--- src/rtl/sqdj_pkg.sv ---
// ----------------------------------------------------------------------------
// sqdj_pkg
// Shared types and constants for the shortest-queue dispatcher with jockeying.
// ----------------------------------------------------------------------------
package sqdj_pkg;

  localparam int TICK_W = 32;
  localparam int SUM_W  = 48;
  localparam int CNT_W  = 32;
  localparam int SID_W  = 3;
  localparam int ACT_W  = 2;
  localparam int MOVE_W = 3;

  localparam int DEF_SERVERS     = 2;
  localparam int DEF_QUEUE_DEPTH = 16;

  // Event kinds.
  localparam logic REQ_ARRIVAL    = 1'b0;
  localparam logic REQ_COMPLETION = 1'b1;

  // Result action codes.
  localparam logic [ACT_W-1:0] ACT_START  = 2'd0;
  localparam logic [ACT_W-1:0] ACT_QUEUE  = 2'd1;
  localparam logic [ACT_W-1:0] ACT_RESUME = 2'd2;
  localparam logic [ACT_W-1:0] ACT_IDLE   = 2'd3;

  typedef struct packed {
    logic              req_type;
    logic [TICK_W-1:0] event_tick;
    logic [SID_W-1:0]  server_id;
  } in_data_t;

  typedef struct packed {
    logic [ACT_W-1:0]  action;
    logic [SID_W-1:0]  target_server;
    logic              dropped;
    logic [TICK_W-1:0] wait_ticks;
    logic [MOVE_W-1:0] jockey_moves;
    logic [SUM_W-1:0]  total_wait;
    logic [CNT_W-1:0]  departure_total;
  } out_data_t;

  typedef enum logic [3:0] {
    ST_IDLE,
    ST_ARR_SCAN,
    ST_ARR_PUSH,
    ST_DEP_LOAD,
    ST_JOCK_CMP,
    ST_JOCK_WR,
    ST_DEP_POP,
    ST_DEP_WAIT,
    ST_DEP_ACC,
    ST_EMIT
  } state_t;

endpackage

--- src/rtl/sqdj_ram.sv ---
// ----------------------------------------------------------------------------
// sqdj_ram
// Queue entry storage: one write port, one read port, registered read data.
// ----------------------------------------------------------------------------
module sqdj_ram
  import sqdj_pkg::*;
#(
  parameter int DEPTH  = DEF_SERVERS * DEF_QUEUE_DEPTH,
  parameter int ADDR_W = $clog2(DEPTH)
) (
  input  logic              clk,
  input  logic              we,
  input  logic [ADDR_W-1:0] waddr,
  input  logic [TICK_W-1:0] wdata,
  input  logic              re,
  input  logic [ADDR_W-1:0] raddr,
  output logic [TICK_W-1:0] rdata
);

  logic [TICK_W-1:0] mem [DEPTH];

  always_ff @(posedge clk) begin
    if (we) begin
      mem[waddr] <= wdata;
    end
  end

  always_ff @(posedge clk) begin
    if (re) begin
      rdata <= mem[raddr];
    end
  end

endmodule

--- src/rtl/shortest_queue_dispatch_jockey.sv ---
// ----------------------------------------------------------------------------
// shortest_queue_dispatch_jockey
// Dispatcher for SERVERS servers with one FIFO of waiting customers each.
// ----------------------------------------------------------------------------
// Each beat is an arrival or a service completion and yields exactly one
// result beat. The block handles one event at a time with a small sequencer
// around one count comparator and one single-port-read queue RAM. An arrival
// runs the idle/shortest-queue scan over the servers until one is idle, an
// enqueue step when no server is idle and a step that loads the output
// register. A completion loads the server's queue state, walks the other
// servers for jockeying (each move adds a RAM read-then-write step), pops
// its queue and, when a queued customer starts, computes and accumulates
// the wait before the output register is loaded. A completion at a server
// number of SERVERS or above goes straight to loading the output register.
// The input side is stalled while an event is in progress; a finished result
// waits in the output register without blocking the next input beat, and the
// next result is held back only for as long as that earlier beat is stalled.
// Queue entries are not cleared at reset; only entries that were written are
// ever read.
// ----------------------------------------------------------------------------
module shortest_queue_dispatch_jockey
  import sqdj_pkg::*;
#(
  parameter int SERVERS     = DEF_SERVERS,
  parameter int QUEUE_DEPTH = DEF_QUEUE_DEPTH
) (
  input  logic      clk,
  input  logic      rst_n,
  input  logic      in_valid,
  output logic      in_stall,
  input  in_data_t  in_data,
  output logic      out_valid,
  input  logic      out_stall,
  output out_data_t out_data
);

  localparam int SW    = $clog2(SERVERS);
  localparam int HW    = (QUEUE_DEPTH > 1) ? $clog2(QUEUE_DEPTH) : 1;
  localparam int CW    = $clog2(QUEUE_DEPTH + 1);
  localparam int SLOTS = SERVERS * QUEUE_DEPTH;
  localparam int AW    = $clog2(SLOTS);

  state_t state_r, state_nxt;

  logic [TICK_W-1:0] tick_r;
  logic [SID_W-1:0]  sid_r;
  logic [SW-1:0]     idx_r;
  logic [SW-1:0]     step_r;
  logic [SW-1:0]     best_r;
  logic [CW-1:0]     best_cnt_r;
  logic [CW-1:0]     cnt_s_r;
  logic [HW-1:0]     head_s_r;
  logic [MOVE_W-1:0] moves_r;
  logic [TICK_W-1:0] wait_r;
  logic [ACT_W-1:0]  res_action_r;
  logic [SID_W-1:0]  res_target_r;
  logic              res_dropped_r;

  logic [SERVERS-1:0] idle_r;
  logic [HW-1:0]      heads_r  [SERVERS];
  logic [CW-1:0]      counts_r [SERVERS];
  logic [SUM_W-1:0]   wait_sum_r;
  logic [CNT_W-1:0]   dep_cnt_r;

  logic      out_valid_r;
  out_data_t out_data_r;

  logic              accept;
  logic              out_free;
  logic              bad_sid;
  logic              last_step;
  logic [SW-1:0]     sid_s;
  logic [SW-1:0]     pos_dec;
  logic [CW-1:0]     cur_cnt;
  logic [HW-1:0]     cur_head;
  logic              cur_idle;
  logic              scan_better;
  logic [SW-1:0]     scan_best;
  logic [CW-1:0]     scan_best_cnt;
  logic [TICK_W:0]   diff;
  logic [SUM_W:0]    sum_ext;

  logic              mem_we;
  logic [AW-1:0]     mem_waddr;
  logic [TICK_W-1:0] mem_wdata;
  logic              mem_re;
  logic [AW-1:0]     mem_raddr;
  logic [TICK_W-1:0] mem_rdata;

  // Position of entry at head + k in a circular queue of QUEUE_DEPTH slots.
  function automatic logic [HW-1:0] wrap_off(input logic [HW-1:0] h,
                                             input logic [CW-1:0] c);
    logic [CW:0] s;
    s = (CW+1)'(h) + (CW+1)'(c);
    if (s >= (CW+1)'(QUEUE_DEPTH)) begin
      s = s - (CW+1)'(QUEUE_DEPTH);
    end
    return s[HW-1:0];
  endfunction

  function automatic logic [HW-1:0] head_inc(input logic [HW-1:0] h);
    return (h == HW'(QUEUE_DEPTH - 1)) ? '0 : h + 1'b1;
  endfunction

  function automatic logic [AW-1:0] slot(input logic [SW-1:0] q,
                                         input logic [HW-1:0] off);
    return AW'(q) * AW'(QUEUE_DEPTH) + AW'(off);
  endfunction

  assign accept     = in_valid && !in_stall;
  assign out_free   = !out_valid_r || !out_stall;
  assign bad_sid    = {1'b0, in_data.server_id} >= (SID_W+1)'(SERVERS);
  assign sid_s      = sid_r[SW-1:0];
  assign last_step  = (step_r == SW'(SERVERS - 1));
  assign pos_dec    = (idx_r == '0) ? SW'(SERVERS - 1) : idx_r - 1'b1;
  assign cur_cnt    = counts_r[idx_r];
  assign cur_head   = heads_r[idx_r];
  assign cur_idle   = idle_r[idx_r];

  // Shortest-queue tracking; ties keep the lower index.
  assign scan_better   = (idx_r == '0) || (cur_cnt < best_cnt_r);
  assign scan_best     = scan_better ? idx_r : best_r;
  assign scan_best_cnt = scan_better ? cur_cnt : best_cnt_r;

  assign diff    = {1'b0, tick_r} - {1'b0, mem_rdata};
  assign sum_ext = {1'b0, wait_sum_r} + (SUM_W+1)'(wait_r);

  // Next state.
  always_comb begin
    state_nxt = state_r;
    case (state_r)
      ST_IDLE: begin
        if (accept) begin
          if (in_data.req_type == REQ_ARRIVAL) begin
            state_nxt = ST_ARR_SCAN;
          end else if (bad_sid) begin
            state_nxt = ST_EMIT;
          end else begin
            state_nxt = ST_DEP_LOAD;
          end
        end
      end
      ST_ARR_SCAN: begin
        if (cur_idle) begin
          state_nxt = ST_EMIT;
        end else if (idx_r == SW'(SERVERS - 1)) begin
          state_nxt = ST_ARR_PUSH;
        end
      end
      ST_ARR_PUSH: state_nxt = ST_EMIT;
      ST_DEP_LOAD: state_nxt = ST_JOCK_CMP;
      ST_JOCK_CMP: begin
        if (cnt_s_r < cur_cnt) begin
          state_nxt = ST_JOCK_WR;
        end else if (last_step) begin
          state_nxt = ST_DEP_POP;
        end
      end
      ST_JOCK_WR:  state_nxt = last_step ? ST_DEP_POP : ST_JOCK_CMP;
      ST_DEP_POP:  state_nxt = (cnt_s_r == '0) ? ST_EMIT : ST_DEP_WAIT;
      ST_DEP_WAIT: state_nxt = ST_DEP_ACC;
      ST_DEP_ACC:  state_nxt = ST_EMIT;
      ST_EMIT: begin
        if (out_free) begin
          state_nxt = ST_IDLE;
        end
      end
      default: state_nxt = ST_IDLE;
    endcase
  end

  // Handshake and RAM port controls.
  always_comb begin
    in_stall  = (state_r != ST_IDLE);
    mem_we    = 1'b0;
    mem_re    = 1'b0;
    mem_wdata = mem_rdata;
    mem_waddr = slot(sid_s, wrap_off(head_s_r, cnt_s_r));
    mem_raddr = slot(idx_r, cur_head);
    case (state_r)
      ST_ARR_PUSH: begin
        mem_we    = (best_cnt_r < CW'(QUEUE_DEPTH));
        mem_wdata = tick_r;
        mem_waddr = slot(idx_r, wrap_off(cur_head, best_cnt_r));
      end
      ST_JOCK_CMP: begin
        mem_re = (cnt_s_r < cur_cnt);
      end
      ST_JOCK_WR: begin
        mem_we = 1'b1;
      end
      ST_DEP_POP: begin
        mem_re    = (cnt_s_r != '0);
        mem_raddr = slot(sid_s, head_s_r);
      end
      default: begin
        mem_we = 1'b0;
      end
    endcase
  end

  always_ff @(posedge clk) begin
    if (!rst_n) begin
      state_r <= ST_IDLE;
    end else begin
      state_r <= state_nxt;
    end
  end

  // Queue bookkeeping and totals.
  always_ff @(posedge clk) begin
    if (!rst_n) begin
      idle_r     <= '1;
      wait_sum_r <= '0;
      dep_cnt_r  <= '0;
      for (int i = 0; i < SERVERS; i++) begin
        heads_r[i]  <= '0;
        counts_r[i] <= '0;
      end
    end else begin
      case (state_r)
        ST_ARR_SCAN: begin
          if (cur_idle) begin
            idle_r[idx_r] <= 1'b0;
          end
        end
        ST_ARR_PUSH: begin
          if (best_cnt_r < CW'(QUEUE_DEPTH)) begin
            counts_r[idx_r] <= best_cnt_r + 1'b1;
          end
        end
        ST_JOCK_CMP: begin
          if (cnt_s_r < cur_cnt) begin
            counts_r[idx_r] <= cur_cnt - 1'b1;
            heads_r[idx_r]  <= head_inc(cur_head);
          end
        end
        ST_JOCK_WR: begin
          counts_r[sid_s] <= cnt_s_r + 1'b1;
        end
        ST_DEP_POP: begin
          if (cnt_s_r == '0) begin
            idle_r[sid_s] <= 1'b1;
            if (dep_cnt_r != '1) begin
              dep_cnt_r <= dep_cnt_r + 1'b1;
            end
          end else begin
            idle_r[sid_s]   <= 1'b0;
            heads_r[sid_s]  <= head_inc(head_s_r);
            counts_r[sid_s] <= cnt_s_r - 1'b1;
          end
        end
        ST_DEP_ACC: begin
          wait_sum_r <= sum_ext[SUM_W] ? '1 : sum_ext[SUM_W-1:0];
          if (dep_cnt_r != '1) begin
            dep_cnt_r <= dep_cnt_r + 1'b1;
          end
        end
        default: begin
          idle_r <= idle_r;
        end
      endcase
    end
  end

  // Per-event working registers.
  always_ff @(posedge clk) begin
    case (state_r)
      ST_IDLE: begin
        if (accept) begin
          tick_r        <= in_data.event_tick;
          sid_r         <= in_data.server_id;
          idx_r         <= (in_data.req_type == REQ_ARRIVAL) ? '0
                                                             : in_data.server_id[SW-1:0];
          step_r        <= SW'(1);
          moves_r       <= '0;
          wait_r        <= '0;
          res_dropped_r <= 1'b0;
          res_action_r  <= ACT_IDLE;
          res_target_r  <= in_data.server_id;
        end
      end
      ST_ARR_SCAN: begin
        best_r     <= scan_best;
        best_cnt_r <= scan_best_cnt;
        if (cur_idle) begin
          res_action_r <= ACT_START;
          res_target_r <= SID_W'(idx_r);
        end else if (idx_r == SW'(SERVERS - 1)) begin
          idx_r <= scan_best;
        end else begin
          idx_r <= idx_r + 1'b1;
        end
      end
      ST_ARR_PUSH: begin
        res_action_r  <= ACT_QUEUE;
        res_target_r  <= SID_W'(idx_r);
        res_dropped_r <= !(best_cnt_r < CW'(QUEUE_DEPTH));
      end
      ST_DEP_LOAD: begin
        cnt_s_r  <= cur_cnt;
        head_s_r <= cur_head;
        idx_r    <= pos_dec;
      end
      ST_JOCK_CMP: begin
        if (!(cnt_s_r < cur_cnt)) begin
          step_r <= step_r + 1'b1;
          idx_r  <= pos_dec;
        end
      end
      ST_JOCK_WR: begin
        cnt_s_r <= cnt_s_r + 1'b1;
        moves_r <= moves_r + 1'b1;
        step_r  <= step_r + 1'b1;
        idx_r   <= pos_dec;
      end
      ST_DEP_POP: begin
        res_target_r <= sid_r;
        res_action_r <= (cnt_s_r == '0) ? ACT_IDLE : ACT_RESUME;
      end
      ST_DEP_WAIT: begin
        // A tick older than the enqueue time counts as no wait.
        wait_r <= diff[TICK_W] ? '0 : diff[TICK_W-1:0];
      end
      default: begin
        tick_r <= tick_r;
      end
    endcase
  end

  always_ff @(posedge clk) begin
    if (!rst_n) begin
      out_valid_r <= 1'b0;
    end else if (state_r == ST_EMIT && out_free) begin
      out_valid_r <= 1'b1;
    end else if (!out_stall) begin
      out_valid_r <= 1'b0;
    end
  end

  always_ff @(posedge clk) begin
    if (state_r == ST_EMIT && out_free) begin
      out_data_r.action          <= res_action_r;
      out_data_r.target_server   <= res_target_r;
      out_data_r.dropped         <= res_dropped_r;
      out_data_r.wait_ticks      <= wait_r;
      out_data_r.jockey_moves    <= moves_r;
      out_data_r.total_wait      <= wait_sum_r;
      out_data_r.departure_total <= dep_cnt_r;
    end
  end

  assign out_valid = out_valid_r;
  assign out_data  = out_data_r;

  sqdj_ram #(
    .DEPTH  (SLOTS),
    .ADDR_W (AW)
  ) u_ram (
    .clk   (clk),
    .we    (mem_we),
    .waddr (mem_waddr),
    .wdata (mem_wdata),
    .re    (mem_re),
    .raddr (mem_raddr),
    .rdata (mem_rdata)
  );

  // The jockey walk never visits the departing server itself.
  assert property (@(posedge clk) disable iff (!rst_n)
    (state_r == ST_JOCK_CMP) |-> (idx_r != sid_s))
    else $error("jockey walk visited the departing server");

  // A new result beat only appears out of the emit step.
  assert property (@(posedge clk) disable iff (!rst_n)
    ($past(rst_n) && $rose(out_valid_r)) |-> ($past(state_r) == ST_EMIT))
    else $error("result beat raised outside the emit step");

  // Totals are monotonic between resets.
  assert property (@(posedge clk) disable iff (!rst_n)
    $past(rst_n) |-> ((wait_sum_r >= $past(wait_sum_r)) &&
                      (dep_cnt_r >= $past(dep_cnt_r))))
    else $error("running totals decreased");

  // The enqueue step sees a count that a queue can really hold.
  assert property (@(posedge clk) disable iff (!rst_n)
    (state_r == ST_ARR_PUSH) |-> (best_cnt_r <= CW'(QUEUE_DEPTH)))
    else $error("queue count beyond depth");

endmodule

--- config.mk ---
export PLATFORM = sky130hd
export DESIGN_NAME = shortest_queue_dispatch_jockey
export DESIGN_NICKNAME = d
export VERILOG_FILES = /design/src/rtl/sqdj_pkg.sv /design/src/rtl/sqdj_ram.sv /design/src/rtl/shortest_queue_dispatch_jockey.sv
export SDC_FILE = /design/constraint.sdc
export NUM_CORES = 2
export LEC_CHECK = 0
export ABC_CLOCK_PERIOD_IN_PS = 7720
export BUFFER_PORTS_ARGS = -buffer_cell sky130_fd_sc_hd__buf_2
export CORE_ASPECT_RATIO = 1.4
export CORE_MARGIN = 2
export CORE_UTILIZATION = 35
export CTS_CLUSTER_SIZE = 14
export DETAILED_ROUTE_END_ITERATION = 16
export GPL_ROUTABILITY_DRIVEN = 0
export HOLD_SLACK_MARGIN = 0.02
export SETUP_SLACK_MARGIN = 0.15
export SLEW_MARGIN = 20
export SYNTH_ARGS = -nofsm -noshare
export SYNTH_HDL_FRONTEND = slang
export SYNTH_SLANG_ARGS = --single-unit
--- constraint.sdc ---
create_clock -name clk -period 7.72 [get_ports clk]
set_clock_uncertainty 0.15 [all_clocks]
set_input_delay 0.386 -clock clk [delete_from_list [all_inputs] [get_ports clk]]
set_output_delay 0.386 -clock clk [all_outputs]
set_load 0.02 [all_outputs]
==> summary.txt <==
DRT Wirelength: 136,000 microns
root buf cell: clkbuf_16
Switching Fraction: 28.9%
EDFF count, synth: 1,288
final instance area: 64,900 sq um
CTS Buffer Depth: 3
standard-cell rows: 174
Final Max Slew Viols: 0
crit path cell chain: mux2i_1 -> inv_1 -> ha_1 -> a21o_1 -> a21oi_1 -> xnor2_1 -> o21ai_0 -> nand2_1 -> nor2_4
Die Area: 165,000 sq um
post-synth cell types: 76
Mean Syn Cell Area: 17.2 sq um
outcome: finished, final reports clean
First-pass DRT Iterations: 5
power share of the clock group: 30.6%
core area: 160,000 sq um
CP delay by family, top: simple AND/OR/NAND/NOR gates
clk_lat worst skew: 0.76 ns
post-cts hold buffer count: 37
dominant synthesized flop cell: edfxtp_1
RSZ-0062 raised after global routing: false
Non-Filler Instances: 5,750
Psw: 5.49 mW
Yosys reg bits: 1,376
slowest stage delay, CP: 0.94 ns
dpl cell area: 60,600 sq um
synthesized area: 56,500 sq um
max_cap viols: 0
Top Metal Used: met4
input/output buffers: 162
CP Launch Type: register
slack of the critical path: 3.26 ns
initial antenna violation count: 5
fin nets: 3,672
Antenna Nets Post-Route: 0
crit path DAT: 4.68 ns
Final setup viols: 0
IO Count: 163
Ys Warns: 0
hpwl dp: 87,500 microns
Seq/Total Area, Yosys: 71.5%
post-place setup slack: 3.17 ns
Die X: 344 microns
Final period util: 57.7%
CP endpoint kind: register
Gate power share: 22.4%
crit path buf inv count: 1
met2 WL: 70,500 microns
cts bufs inserted: 119
Clk pin slew, worst setup/hold paths: 0.06 ns
GRT Total Usage: 16.3%
largest vdd supply drop: 202 uV
initial detailed-routing violation count: 2,440
sequential power share: 47.0%
leakage power: 21.6 nW
CTS H-tree lvls: 3
commonest non-fill, non-tap cell in the layout: edfxtp_1
DR vias/cell: 5.28
CTS tree: done
setup tns final: 0 ns
Period minus WS final: 4.46 ns
crit path kind: register to register
CP required: 7.94 ns
Final Hold Violating Endpoints: 0
total gr overflow: 0
Cells after Synth: 3,295
Hold Crit Class: primary input to register
fmax: 0.224 GHz
placed cell count: 5,491
layout cell share with drive strength beyond 1: 22.5%
post-layout util: 40.4%
Vias: 30,400
critical path peak fanout: 32
average wire per standard cell: 23.7 microns
commonest non-fill, non-tap cells in the layout: 1,288 x edfxtp_1, 257 x mux4_2, 186 x nand2_1, 180 x nor2_1, 162 x buf_2
DR DRC count: 0
Crit-path slowest cell: nor2_4
largest net degree at the start of global routing: 129
Net Count, Synth: 3,425
PwrDens: 293 nW/um^2
Max-slew headroom: 26.3%
post_cts resized: 0
first-pass GRT wire length: 202,000 microns
Die Ht: 480 microns
internal power: 13.5 mW
Starting Density: 35.2%
WHS: 0.112 ns
met3 WL: 6650 microns
M1 wire length: 54,500 microns
Post-synth ARST share: 0%
Power Total: 19.0 mW
CTS Sinks: 1,376
Least-Margin Pin Slew: 1.10 ns
number of global-route vias before repair: 31,000
Setup Buffers After CTS: 0
Area Overhead vs Synth: 14.7%
## cell type report
class	count	area, sq um
fill	14300	95600
sequential	1376	40400
multi-input combinational	1690	15700
clock buffer	170	3260
tap	2112	2640
timing repair buffer	278	2030
clock inverter	44	498
inverter	77	289
antenna	3	7.51
## layer usage
layer / GRT usage [%] / up-vias
li1: - / 13500
met1: 20.3 / 15700
met2: 29.1 / 938
met3: 1.84 / 213
met4: 6.19 / 0
met5: 0 / -
## synthesized netlist by cell type, types with 22 or more instances
master / number / area [sq um]
buf_2: 39 / 195
mux2i_1: 80 / 801
a31oi_1: 38 / 238
mux4_2: 257 / 5790
xor2_1: 41 / 359
xnor2_1: 56 / 490
inv_1: 74 / 278
o211ai_1: 39 / 293
nand2_1: 187 / 702
mux2_2: 67 / 754
edfxtp_1: 1288 / 38700
buf_1: 25 / 93.8
ha_1: 86 / 1080
nor2_1: 212 / 796
nor3_1: 22 / 110
o21ai_0: 119 / 596
nand3_1: 42 / 210
a21o_1: 36 / 270
dfxtp_1: 88 / 1760
clkbuf_1: 83 / 312
o21ai_1: 37 / 185
a21oi_1: 152 / 761
## worst register-to-register path, stage by stage, from the launching register on
cell	delay (ns)
dfxtp_1	0.65
mux2i_1	0.36
inv_1	0.16
ha_1	0.30
a21o_1	0.16
a21oi_1	0.20
xnor2_1	0.12
o21ai_0	0.62
nand2_1	0.44
nor2_4	0.94
## final timing paths
kind / start / depth (start not counted) / to / slack [ns]
worst min register to register: res_target_r[2] / 0 / out_data[118] / 0.27
worst min-delay path: in_valid / 3 / res_dropped_r / 0.11
worst max-delay path: register / 9 / u_ram.mem[18][18] / 3.26
worst max register to register: register / 9 / u_ram.mem[18][18] / 3.26
## power groups by stage
stage	clock network (mW)	registers [mW]	logic, mW
floorplan	0	9.11	2.94
global placement	0	9.10	4.22
detailed placement	0	9.10	4.26
CTS	5.95	8.94	4.28
global route	6.20	8.98	4.62
finish	5.82	8.94	4.25
## state kept, by name, indices dropped and copies added (netlist names), 2 cells and up, named ones only
signal / count
head_s_r: 4
res_action_r: 2
wait_sum_r: 48
best_cnt_r: 5
u_ram.mem: 1024
cnt_s_r: 5
res_target_r: 3
counts_r: 10
heads_r: 8
out_data: 121
u_ram.rdata: 32
wait_r: 32
moves_r: 3
dep_cnt_r: 32
sid_r: 3
state_r: 4
tick_r: 32
## cell families (layout without fill, tap and decap cells)
kind of cell	Yosys count	count (layout)	share of synthesized area, %
AO/OA/AOI/OAI	517	517	5.62
XOR/XNOR	97	97	1.50
adder cells (fa/ha/maj)	90	90	2.05
buffers and inverters	229	569	1.64
flip-flops	1376	1376	71.5
multiplexers	405	405	13.0
other	0	3	0
AND/OR/NAND/NOR	581	581	4.64
No activity file was read; power rests on OpenSTA's default activity.
